`src/rtl/phps_pkg.sv`:
```
// ---------------------------------------------------------------------------
// phps_pkg: shared types and constants of the heading PID steering block
// Fixed-point constants, operation codes, register indexes and the CORDIC
// arctangent table used by the sequencer and the CORDIC unit.
// ---------------------------------------------------------------------------
`default_nettype none

package phps_pkg;

    localparam int POS_W = 24;
    localparam int ANG_W = 16;
    localparam int DIFF_W = POS_W + 1;
    localparam int MUL_W = 25;
    localparam int PROD_W = 2 * MUL_W;
    localparam int ACC_W = PROD_W + 2;
    localparam int CFG_IDX_W = 3;
    localparam int CFG_DATA_W = 23;
    localparam int ATAN_IDX_W = 5;
    localparam int Z_W = 26;
    localparam int CX_W = 44;

    localparam logic signed [ANG_W:0] PI_Q13 = 17'sd25736;
    localparam logic signed [17:0] TWO_PI_Q13 = 18'sd51472;
    localparam logic signed [Z_W-1:0] PI_Q20 = 26'sd3294199;
    localparam logic [12:0] WEIGHT_ONE = 13'd4096;

    typedef logic [1:0] op_t;
    localparam op_t OP_FWD = 2'd0;
    localparam op_t OP_REV = 2'd1;
    localparam op_t OP_TRAJ = 2'd2;
    localparam op_t OP_CLR = 2'd3;

    typedef logic [CFG_IDX_W-1:0] cfg_idx_t;
    localparam cfg_idx_t CFG_GAIN_P = 3'd0;
    localparam cfg_idx_t CFG_GAIN_I = 3'd1;
    localparam cfg_idx_t CFG_GAIN_D = 3'd2;
    localparam cfg_idx_t CFG_GOAL_WEIGHT = 3'd3;
    localparam cfg_idx_t CFG_NEAR_DIST = 3'd4;
    localparam cfg_idx_t CFG_SUM_LIMIT = 3'd5;
    localparam cfg_idx_t CFG_OUT_LIMIT = 3'd6;

    // Arctangent of 2^-i in Q3.20.
    function automatic logic [19:0] atan_q20(input logic [ATAN_IDX_W-1:0] idx);
        logic [19:0] r;
        unique case (idx)
            5'd0: r = 20'd823550;
            5'd1: r = 20'd486170;
            5'd2: r = 20'd256879;
            5'd3: r = 20'd130396;
            5'd4: r = 20'd65451;
            5'd5: r = 20'd32757;
            5'd6: r = 20'd16383;
            5'd7: r = 20'd8192;
            5'd8: r = 20'd4096;
            5'd9: r = 20'd2048;
            5'd10: r = 20'd1024;
            5'd11: r = 20'd512;
            5'd12: r = 20'd256;
            5'd13: r = 20'd128;
            5'd14: r = 20'd64;
            5'd15: r = 20'd32;
            5'd16: r = 20'd16;
            5'd17: r = 20'd8;
            5'd18: r = 20'd4;
            5'd19: r = 20'd2;
            5'd20: r = 20'd1;
            default: r = 20'd0;
        endcase
        return r;
    endfunction

endpackage

`default_nettype wire

```
`src/rtl/phps_mul.sv`:
```
// ---------------------------------------------------------------------------
// phps_mul: shared signed multiplier
// One 25 by 25 bit signed product per cycle, registered at the output.
// ---------------------------------------------------------------------------
`default_nettype none

module phps_mul
    import phps_pkg::*;
(
    input  wire                        aclk,
    input  wire signed [MUL_W-1:0]     a,
    input  wire signed [MUL_W-1:0]     b,
    output logic signed [PROD_W-1:0]   p_reg
);

    always_ff @(posedge aclk) begin
        p_reg <= a * b;
    end

endmodule

`default_nettype wire

```
`src/rtl/phps_cordic.sv`:
```
// ---------------------------------------------------------------------------
// phps_cordic: iterative vectoring CORDIC for atan2
// One rotation per cycle on a Q3.20 angle, rounded to Q3.13 at the end.
// ---------------------------------------------------------------------------
`default_nettype none

module phps_cordic
    import phps_pkg::*;
#(
    parameter int CORDIC_STEPS = 16
) (
    input  wire                        aclk,
    input  wire                        aresetn,
    input  wire                        start,
    input  wire signed [DIFF_W-1:0]    y_in,
    input  wire signed [DIFF_W-1:0]    x_in,
    output logic                       done_reg,
    output logic signed [ANG_W-1:0]    angle_reg
);

    localparam int CNT_W = $clog2(CORDIC_STEPS + 1);

    logic                     busy_reg;
    logic                     zero_reg;
    logic [CNT_W-1:0]         cnt_reg;
    logic signed [CX_W-1:0]   x_reg;
    logic signed [CX_W-1:0]   y_reg;
    logic signed [Z_W-1:0]    z_reg;

    logic signed [CX_W-1:0]   xs;
    logic signed [CX_W-1:0]   ys;
    logic signed [CX_W-1:0]   xsh;
    logic signed [CX_W-1:0]   ysh;
    logic signed [Z_W-1:0]    step_ang;
    logic signed [Z_W-1:0]    z_rnd;
    logic signed [Z_W-8:0]    z_q13;

    assign xs = {{(CX_W-DIFF_W-16){x_in[DIFF_W-1]}}, x_in, 16'd0};
    assign ys = {{(CX_W-DIFF_W-16){y_in[DIFF_W-1]}}, y_in, 16'd0};
    assign xsh = x_reg >>> cnt_reg;
    assign ysh = y_reg >>> cnt_reg;
    assign step_ang = $signed({{(Z_W-20){1'b0}}, atan_q20(ATAN_IDX_W'(cnt_reg))});
    assign z_rnd = z_reg + Z_W'(64);
    assign z_q13 = z_rnd[Z_W-1:7];

    always_ff @(posedge aclk) begin
        if (!aresetn) begin
            busy_reg <= 1'b0;
            done_reg <= 1'b0;
        end else begin
            done_reg <= 1'b0;
            if (start) begin
                busy_reg <= 1'b1;
                cnt_reg  <= '0;
                zero_reg <= (x_in == '0) && (y_in == '0);
                if (x_in < 0) begin
                    x_reg <= -xs;
                    y_reg <= -ys;
                    z_reg <= (y_in >= 0) ? PI_Q20 : -PI_Q20;
                end else begin
                    x_reg <= xs;
                    y_reg <= ys;
                    z_reg <= '0;
                end
            end else if (busy_reg) begin
                if (cnt_reg == CNT_W'(CORDIC_STEPS)) begin
                    busy_reg <= 1'b0;
                    done_reg <= 1'b1;
                    if (zero_reg) begin
                        angle_reg <= '0;
                    end else if (z_q13 > PI_Q13) begin
                        angle_reg <= ANG_W'(PI_Q13);
                    end else if (z_q13 < -PI_Q13) begin
                        angle_reg <= ANG_W'(-PI_Q13);
                    end else begin
                        angle_reg <= ANG_W'(z_q13);
                    end
                end else begin
                    cnt_reg <= cnt_reg + 1'b1;
                    if (y_reg > 0) begin
                        x_reg <= x_reg + ysh;
                        y_reg <= y_reg - xsh;
                        z_reg <= z_reg + step_ang;
                    end else begin
                        x_reg <= x_reg - ysh;
                        y_reg <= y_reg + xsh;
                        z_reg <= z_reg - step_ang;
                    end
                end
            end
        end
    end

endmodule

`default_nettype wire

```
`src/rtl/pose_heading_pid_steering.sv`:
```
// ---------------------------------------------------------------------------
// pose_heading_pid_steering: heading PID steering controller
// Turns a car pose and a goal pose into a saturated PID steering command.
// ---------------------------------------------------------------------------
// Flow: one item at a time; s_tready is high only in the idle state, so
// the next item is taken once the last has loaded its result, and a
// result waiting on m_tready holds the sequencer in its output states.
// Reset: aresetn is synchronous and active low; it restores the register
// defaults and zeroes the stored error and the error sum.
`default_nettype none

module pose_heading_pid_steering
    import phps_pkg::*;
#(
    parameter int CORDIC_STEPS = 16
) (
    input  wire                     aclk,
    input  wire                     aresetn,
    // Configuration write port.
    input  wire                     cfg_we,
    input  wire [CFG_IDX_W-1:0]     cfg_index,
    input  wire [CFG_DATA_W-1:0]    cfg_wdata,
    // Input items.
    input  wire                     s_tvalid,
    output logic                    s_tready,
    // car_x, car_y, car_heading, goal_x, goal_y, goal_heading
    input  wire [127:0]             s_tdata,
    // operation
    input  wire [1:0]               s_tuser,
    // Result items.
    output logic                    m_tvalid,
    input  wire                     m_tready,
    // steering, heading_error
    output logic [31:0]             m_tdata
);

    // Sequencer states. Each multiply state issues one product; the state
    // after it consumes it from the multiplier register.
    localparam logic [3:0] S_IDLE  = 4'd0;
    localparam logic [3:0] S_CST   = 4'd1;
    localparam logic [3:0] S_CWAIT = 4'd2;
    localparam logic [3:0] S_DXX   = 4'd3;
    localparam logic [3:0] S_DYY   = 4'd4;
    localparam logic [3:0] S_NN    = 4'd5;
    localparam logic [3:0] S_CMP   = 4'd6;
    localparam logic [3:0] S_BL1   = 4'd7;
    localparam logic [3:0] S_BL2   = 4'd8;
    localparam logic [3:0] S_ERR   = 4'd9;
    localparam logic [3:0] S_TOT   = 4'd10;
    localparam logic [3:0] S_P     = 4'd11;
    localparam logic [3:0] S_I     = 4'd12;
    localparam logic [3:0] S_D     = 4'd13;
    localparam logic [3:0] S_OUT   = 4'd14;
    localparam logic [3:0] S_CLR   = 4'd15;

    // Configuration registers.
    logic signed [15:0] gain_p_reg, gain_i_reg, gain_d_reg;
    logic [12:0]        goal_weight_reg;
    logic [22:0]        near_distance_reg, sum_limit_reg;
    logic [14:0]        output_limit_reg;

    // Controller state.
    logic signed [ANG_W-1:0]  last_error_reg;
    logic signed [POS_W-1:0]  total_reg;

    // Item registers.
    logic [3:0]               state_reg;
    op_t                      op_reg;
    logic signed [DIFF_W-1:0] dx_reg, dy_reg;
    logic signed [ANG_W-1:0]  ch_reg, gh_reg, brg_reg, err_reg;
    logic signed [ANG_W:0]    diff_reg;
    logic signed [ACC_W-1:0]  acc_reg;

    // Result register.
    logic                     m_valid_reg;
    logic signed [ANG_W-1:0]  steer_reg, herr_reg;

    logic signed [MUL_W-1:0]  mul_a, mul_b;
    logic signed [PROD_W-1:0] prod;
    logic signed [ACC_W-1:0]  prod_ext, acc_sum;
    logic                     cordic_done;
    logic signed [ANG_W-1:0]  cordic_angle;
    logic [12:0]              w_eff;
    logic signed [17:0]       err_raw, err_wrap;
    logic signed [POS_W:0]    total_sum, total_lim;
    logic signed [ACC_W-13:0] ctrl_raw;
    logic signed [ANG_W-1:0]  ctrl_sat;
    logic                     accept, out_free, result_load;

    logic signed [DIFF_W-1:0] in_dx, in_dy;

    assign s_tready = (state_reg == S_IDLE);
    assign accept = s_tvalid && s_tready;
    assign out_free = !m_valid_reg || m_tready;
    assign result_load = ((state_reg == S_OUT) || (state_reg == S_CLR)) && out_free;
    assign m_tvalid = m_valid_reg;
    assign m_tdata = {herr_reg, steer_reg};

    // Goal minus car, or car minus goal when steering in reverse.
    always_comb begin
        if (s_tuser == OP_REV) begin
            in_dx = DIFF_W'($signed(s_tdata[23:0])) - DIFF_W'($signed(s_tdata[87:64]));
            in_dy = DIFF_W'($signed(s_tdata[47:24])) - DIFF_W'($signed(s_tdata[111:88]));
        end else begin
            in_dx = DIFF_W'($signed(s_tdata[87:64])) - DIFF_W'($signed(s_tdata[23:0]));
            in_dy = DIFF_W'($signed(s_tdata[111:88])) - DIFF_W'($signed(s_tdata[47:24]));
        end
    end

    assign w_eff = (goal_weight_reg > WEIGHT_ONE) ? WEIGHT_ONE : goal_weight_reg;

    phps_cordic #(
        .CORDIC_STEPS(CORDIC_STEPS)
    ) u_cordic (
        .aclk      (aclk),
        .aresetn   (aresetn),
        .start     (state_reg == S_CST),
        .y_in      (dy_reg),
        .x_in      (dx_reg),
        .done_reg  (cordic_done),
        .angle_reg (cordic_angle)
    );

    // Operand selection for the shared multiplier. The output state keeps
    // the derivative operands so its product stays put while it waits.
    always_comb begin
        mul_a = '0;
        mul_b = '0;
        unique case (state_reg)
            S_DXX: begin
                mul_a = dx_reg;
                mul_b = dx_reg;
            end
            S_DYY: begin
                mul_a = dy_reg;
                mul_b = dy_reg;
            end
            S_NN: begin
                mul_a = {2'b00, near_distance_reg};
                mul_b = {2'b00, near_distance_reg};
            end
            S_CMP: begin
                mul_a = {12'd0, w_eff};
                mul_b = MUL_W'(brg_reg);
            end
            S_BL1: begin
                mul_a = {12'd0, WEIGHT_ONE - w_eff};
                mul_b = MUL_W'(gh_reg);
            end
            S_P: begin
                mul_a = MUL_W'(gain_p_reg);
                mul_b = MUL_W'(err_reg);
            end
            S_I: begin
                mul_a = MUL_W'(gain_i_reg);
                mul_b = MUL_W'(total_reg);
            end
            S_D, S_OUT: begin
                mul_a = MUL_W'(gain_d_reg);
                mul_b = MUL_W'(diff_reg);
            end
            default: begin
                mul_a = '0;
                mul_b = '0;
            end
        endcase
    end

    phps_mul u_mul (
        .aclk  (aclk),
        .a     (mul_a),
        .b     (mul_b),
        .p_reg (prod)
    );

    assign prod_ext = ACC_W'(prod);
    assign acc_sum = acc_reg + prod_ext + ACC_W'(2048);

    // Heading error, wrapped once into plus or minus pi, then saturated.
    assign err_raw = 18'(brg_reg) - 18'(ch_reg);
    always_comb begin
        if (err_raw < -18'(PI_Q13)) begin
            err_wrap = err_raw + TWO_PI_Q13;
        end else if (err_raw > 18'(PI_Q13)) begin
            err_wrap = err_raw - TWO_PI_Q13;
        end else begin
            err_wrap = err_raw;
        end
    end

    // Error sum: trajectory mode clamps to the configured bound, point
    // modes only at the width of the register.
    assign total_sum = (POS_W+1)'(total_reg) + (POS_W+1)'(err_reg);
    always_comb begin
        if (op_reg == OP_TRAJ) begin
            if (total_sum > $signed({2'b00, sum_limit_reg})) begin
                total_lim = $signed({2'b00, sum_limit_reg});
            end else if (total_sum < -$signed({2'b00, sum_limit_reg})) begin
                total_lim = -$signed({2'b00, sum_limit_reg});
            end else begin
                total_lim = total_sum;
            end
        end else begin
            if (total_sum > (POS_W+1)'(25'sd8388607)) begin
                total_lim = 25'sd8388607;
            end else if (total_sum < -(POS_W+1)'(25'sd8388608)) begin
                total_lim = -25'sd8388608;
            end else begin
                total_lim = total_sum;
            end
        end
    end

    // Final command: round, clamp to the output limit, negate in reverse.
    assign ctrl_raw = acc_sum[ACC_W-1:12];
    always_comb begin
        if (ctrl_raw > $signed({1'b0, output_limit_reg})) begin
            ctrl_sat = $signed({1'b0, output_limit_reg});
        end else if (ctrl_raw < -$signed({1'b0, output_limit_reg})) begin
            ctrl_sat = -$signed({1'b0, output_limit_reg});
        end else begin
            ctrl_sat = ANG_W'(ctrl_raw);
        end
    end

    // Configuration writes; an index past the list is ignored.
    always_ff @(posedge aclk) begin
        if (!aresetn) begin
            gain_p_reg        <= 16'sd3277;
            gain_i_reg        <= 16'sd0;
            gain_d_reg        <= -16'sd1434;
            goal_weight_reg   <= 13'd4096;
            near_distance_reg <= 23'd4915;
            sum_limit_reg     <= 23'd81920;
            output_limit_reg  <= 15'd6554;
        end else if (cfg_we) begin
            unique case (cfg_index)
                CFG_GAIN_P:      gain_p_reg <= cfg_wdata[15:0];
                CFG_GAIN_I:      gain_i_reg <= cfg_wdata[15:0];
                CFG_GAIN_D:      gain_d_reg <= cfg_wdata[15:0];
                CFG_GOAL_WEIGHT: goal_weight_reg <= cfg_wdata[12:0];
                CFG_NEAR_DIST:   near_distance_reg <= cfg_wdata;
                CFG_SUM_LIMIT:   sum_limit_reg <= cfg_wdata;
                CFG_OUT_LIMIT:   output_limit_reg <= cfg_wdata[14:0];
                default: ;
            endcase
        end
    end

    // Sequencer.
    always_ff @(posedge aclk) begin
        if (!aresetn) begin
            state_reg      <= S_IDLE;
            m_valid_reg    <= 1'b0;
            last_error_reg <= '0;
            total_reg      <= '0;
        end else begin
            if (m_valid_reg && m_tready && !result_load) begin
                m_valid_reg <= 1'b0;
            end
            unique case (state_reg)
                S_IDLE: begin
                    if (accept) begin
                        op_reg <= s_tuser;
                        dx_reg <= in_dx;
                        dy_reg <= in_dy;
                        ch_reg <= s_tdata[63:48];
                        gh_reg <= s_tdata[127:112];
                        if (s_tuser == OP_CLR) begin
                            last_error_reg <= '0;
                            total_reg      <= '0;
                            state_reg      <= S_CLR;
                        end else begin
                            state_reg <= S_CST;
                        end
                    end
                end
                S_CST: state_reg <= S_CWAIT;
                S_CWAIT: begin
                    if (cordic_done) begin
                        brg_reg   <= cordic_angle;
                        state_reg <= (op_reg == OP_TRAJ) ? S_DXX : S_ERR;
                    end
                end
                S_DXX: state_reg <= S_DYY;
                S_DYY: begin
                    acc_reg   <= prod_ext;
                    state_reg <= S_NN;
                end
                S_NN: begin
                    acc_reg   <= acc_reg + prod_ext;
                    state_reg <= S_CMP;
                end
                S_CMP: begin
                    // acc_reg holds the squared distance, prod the squared limit.
                    state_reg <= (acc_reg <= prod_ext) ? S_BL1 : S_ERR;
                end
                S_BL1: begin
                    acc_reg   <= prod_ext;
                    state_reg <= S_BL2;
                end
                S_BL2: begin
                    brg_reg   <= ANG_W'(acc_sum[ACC_W-1:12]);
                    state_reg <= S_ERR;
                end
                S_ERR: begin
                    if (err_wrap > 18'sd32767) begin
                        err_reg <= 16'sh7FFF;
                    end else if (err_wrap < -18'sd32768) begin
                        err_reg <= 16'sh8000;
                    end else begin
                        err_reg <= ANG_W'(err_wrap);
                    end
                    state_reg <= S_TOT;
                end
                S_TOT: begin
                    diff_reg       <= (ANG_W+1)'(err_reg) - (ANG_W+1)'(last_error_reg);
                    last_error_reg <= err_reg;
                    total_reg      <= POS_W'(total_lim);
                    state_reg      <= S_P;
                end
                S_P: state_reg <= S_I;
                S_I: begin
                    acc_reg   <= prod_ext;
                    state_reg <= S_D;
                end
                S_D: begin
                    acc_reg   <= acc_reg + prod_ext;
                    state_reg <= S_OUT;
                end
                S_OUT: begin
                    // The last product stays in the multiplier register
                    // while the result register drains.
                    if (out_free) begin
                        steer_reg   <= (op_reg == OP_REV) ? -ctrl_sat : ctrl_sat;
                        herr_reg    <= err_reg;
                        m_valid_reg <= 1'b1;
                        state_reg   <= S_IDLE;
                    end
                end
                S_CLR: begin
                    if (out_free) begin
                        steer_reg   <= '0;
                        herr_reg    <= '0;
                        m_valid_reg <= 1'b1;
                        state_reg   <= S_IDLE;
                    end
                end
                default: state_reg <= S_IDLE;
            endcase
        end
    end

`ifndef ASSERT_OFF
    a_clear_zeroes: assert property (@(posedge aclk) disable iff (!aresetn)
        (accept && s_tuser == OP_CLR) |=> (last_error_reg == '0 && total_reg == '0))
        else $error("clear item did not zero the controller state");

    a_traj_sum_bound: assert property (@(posedge aclk) disable iff (!aresetn)
        (state_reg == S_TOT && op_reg == OP_TRAJ) |=>
        (total_reg <= $signed({1'b0, sum_limit_reg}) &&
         total_reg >= -$signed({1'b0, sum_limit_reg})))
        else $error("trajectory error sum left its clamp");

    a_result_source: assert property (@(posedge aclk) disable iff (!aresetn)
        $rose(m_valid_reg) |-> ($past(state_reg) == S_OUT || $past(state_reg) == S_CLR))
        else $error("result raised outside the output states");

    a_blend_only_traj: assert property (@(posedge aclk) disable iff (!aresetn)
        (state_reg == S_DXX) |-> (op_reg == OP_TRAJ))
        else $error("distance test entered outside trajectory mode");
`endif

endmodule

`default_nettype wire

```
`config.mk`:
```
export PLATFORM = sky130hd
export DESIGN_NAME = pose_heading_pid_steering
export DESIGN_NICKNAME = d
export VERILOG_FILES = /design/src/rtl/phps_pkg.sv /design/src/rtl/phps_mul.sv /design/src/rtl/phps_cordic.sv /design/src/rtl/pose_heading_pid_steering.sv
export SDC_FILE = /design/constraint.sdc
export NUM_CORES = 2
export LEC_CHECK = 0
export BUFFER_PORTS_ARGS = -buffer_cell sky130_fd_sc_hd__buf_2
export CORE_AREA = 4 4 467 469
export DETAILED_ROUTE_END_ITERATION = 12
export DIE_AREA = 0 0 471 473
export SYNTH_ARGS = -nofsm -noshare
export SYNTH_HDL_FRONTEND = slang
export SYNTH_SLANG_ARGS = --single-unit
export TNS_END_PERCENT = 1
```
`constraint.sdc`:
```
create_clock -name aclk -period 13.2 [get_ports aclk]
set_input_delay 0 -clock aclk [delete_from_list [all_inputs] [get_ports aclk]]
set_output_delay 0 -clock aclk [all_outputs]
set_load 0.02 [all_outputs]
```
==> reports/results.ini <==
[floorplanning]
die-area_sq_um = 223000
die_w_microns = 471
num_rows = 170
die_h_microns = 473
core_area_sq_um = 214000
ios = 195
start_util = 0.349

[synthesis]
synth_top_area_frac = 0.180
synth.area.top_cells = fa_1, edfxtp_1, ha_1
synth_nets = 10300
seq_area_frac_synth = 0.206
yosys_warnings = 0
syn_inst = 8822
synth_edf_count = 353
ys_ff_latch = 592
syn_area_sq_um = 74600
synth_ff_type = edfxtp_1
syn_avg_cell_area_sq_um = 8.45
yosysMostFrequentCell = nand2_1
synthArstFlopShare = 0
yosysTopAreaCell = fa_1
yosys.cell_types.count = 99
synth_commonest_cells = nand2_1, inv_1, nor2_1, fa_1, ha_1

[route]
first_pass_iters = 10
via_count = 66400
viasPerCell = 5.55
drtIter0Drc = 6666
drtAntennaViolNets = 0
drc_errors = 0
wl_per_cell_microns = 23.2
finalWirelength_microns = 278000

[worst_setup_path]
critical_path_arrival_ns = 12.29
crit_required_ns = 13.84
cp-start-kind = flip-flop
cp_top_family = adder cells
slowest_delay_ns = 0.81
slowest_stage = nand3_1
worst_setup_path_end_kind = flip-flop
path_buf_inv = 6
critPathKind = flip-flop to flip-flop
crit_top_cell = fa_1
path_max_fanout = 18

[sta]
slew_headroom = 0.157
finalSetupViolCount = 0
final.period_utilization = 0.883
period_minus_slack_ns = 11.65
tightest_slew_ns = 1.26
max_freq_mhz = 85.8
final-hold-violation-count = 0
slew_violations = 0
final.setup_skew_ns = 0.0572
rsz0062_at_grt = false
timing.final.ws_setup_ns = 1.55
fin_tns_setup_ns = 0

[clock_tree]
clk_path_buf_depth = 3
cts.sink_count = 592
tritoncts = yes
clk_pin_slew_ns = 0.06
post_cts_resize_count = 0
clk_latency_ns = 0.74
htreeDepth = 3
cts-root-buf = clkbuf_16
numCtsBuffers = 80

[grt]
grt_use_total = 0.244
antenna_found_initial = 33
grt_max_degree = 105
use_met3 = 0.0606
overflow = 0
grt_use_met1 = 0.342
grt_use_met2 = 0.355
grt_pass1_vias = 64900
grt.busiest_layer = met2
grt_pass1_wl_microns = 416000

[place]
io_buffers = 194
place_ws_ns = 1.83
dp_hpwl_microns = 219000
gp_congestion = 1.03

[cells_and_area]
area_growth_pct = 12.0
fin_nets = 10500
layout-drive-gt1-share = 0.0697
num-fill-cells = 21800
largest_reg_flops = 52

[pwr]
power.density_nw_per_um2 = 238
peakVddDrop_v = 0.000133
power_leakage_nw = 36.8

[status]
status = finished, final reports clean

[min_path]
hp-class = input pin to flip-flop

[job]
cap_viol_max_count = 0

-- worst paths after layout --
check	start	end	slack [ns]	cells after the start
max	state_reg[0]	u_mul.p_reg[48]	1.55	35
min	cfg_wdata[16]	sum_limit_reg[16]	0.08	4
max reg2reg	state_reg[0]	u_mul.p_reg[48]	1.55	35
min reg2reg	near_distance_reg[15]	near_distance_reg[15]	0.47	2
-- worst register-to-register path, delay by kind of cell (launching register included) --
family | cells | cell delay (ns)
adder cells (fa/ha/maj) | 8 | 3.99
flip-flops | 1 | 0.75
AO/OA/AOI/OAI | 14 | 3.53
AND/OR/NAND/NOR | 6 | 2.47
buffers and inverters | 6 | 0.67
XOR/XNOR | 1 | 0.16
-- where the power goes --
group          switching, W  total [W]  internal (W)
clock              0.000994    0.00227       0.00127
combinational       0.00866     0.0141       0.00547
sequential         0.000603    0.00345       0.00285
-- routing by layer --
| metal | up-vias | wire length [microns] | share of wire |
|---|---|---|---|
| met3 | 525 | 27600 | 0.099 |
| met4 | 10 | 13400 | 0.048 |
| met5 | - | 80 | 0.00029 |
| met1 | 32600 | 123000 | 0.44 |
| met2 | 3012 | 114000 | 0.41 |
| li1 | 30300 | - | - |
-- layout by cell type (no fill, tap or decap), types with 113 or more instances in the layout --
master / synthesis / layout
nand2_1: 1265 / 1264
inv_1: 1096 / 1094
nor2_1: 737 / 729
fa_1: 669 / 669
ha_1: 632 / 632
a21oi_1: 476 / 471
o21ai_0: 422 / 422
xnor2_1: 362 / 362
edfxtp_1: 353 / 353
dfxtp_1: 239 / 239
dlygate4sd3_1: 0 / 221
buf_2: 7 / 193
xor2_1: 178 / 178
nand3_1: 152 / 151
a21o_1: 143 / 143
nor3_1: 148 / 142
mux2i_1: 118 / 118
buf_4: 1 / 113
-- what timing repair did --
item                      4_1_cts  5_1_grt
hold endpoints to repair      235        0
hold buffers                  221        0
buffers inserted                0        0
-- per-stage QoR --
stage               instance area [sq um]  cells  utilization  hold WS (ns)  total power [W]
global placement                    78600  11600        0.367         0.178           0.0169
finish                              83600  12000        0.390        0.0798           0.0198
floorplan                           74600   8822            -        0.0989           0.0134
CTS                                 83500  11900        0.390       0.00372           0.0197
detailed placement                  78600  11600        0.367         0.179           0.0172
global route                        83500  12000        0.390        0.0694           0.0215
-- area by class of cell --
class                           count  area [sq um]  area share
Inverter                         1097          4120      0.0493
Sequential cell                   592         15400       0.184
Multi-Input combinational cell   6739         53700       0.643
Timing Repair Buffer              527          4030      0.0482
Antenna cell                       25          62.6    0.000749
Clock inverter                     34           385     0.00461
Clock buffer                      116          2300      0.0275
Tap cell                         2838          3550      0.0425
-- cell families after synthesis --
group / count (synthesis) / share of synthesized area
AOI/OAI and AO/OA: 1775 / 0.153
adders and majority gates: 1303 / 0.286
DFF: 592 / 0.206
buffers and inverters: 1491 / 0.0754
muxes: 228 / 0.0430
xor gates and xnor gates: 540 / 0.0634
and+or+nand+nor: 2893 / 0.173
(Power assumes the default switching activity.)
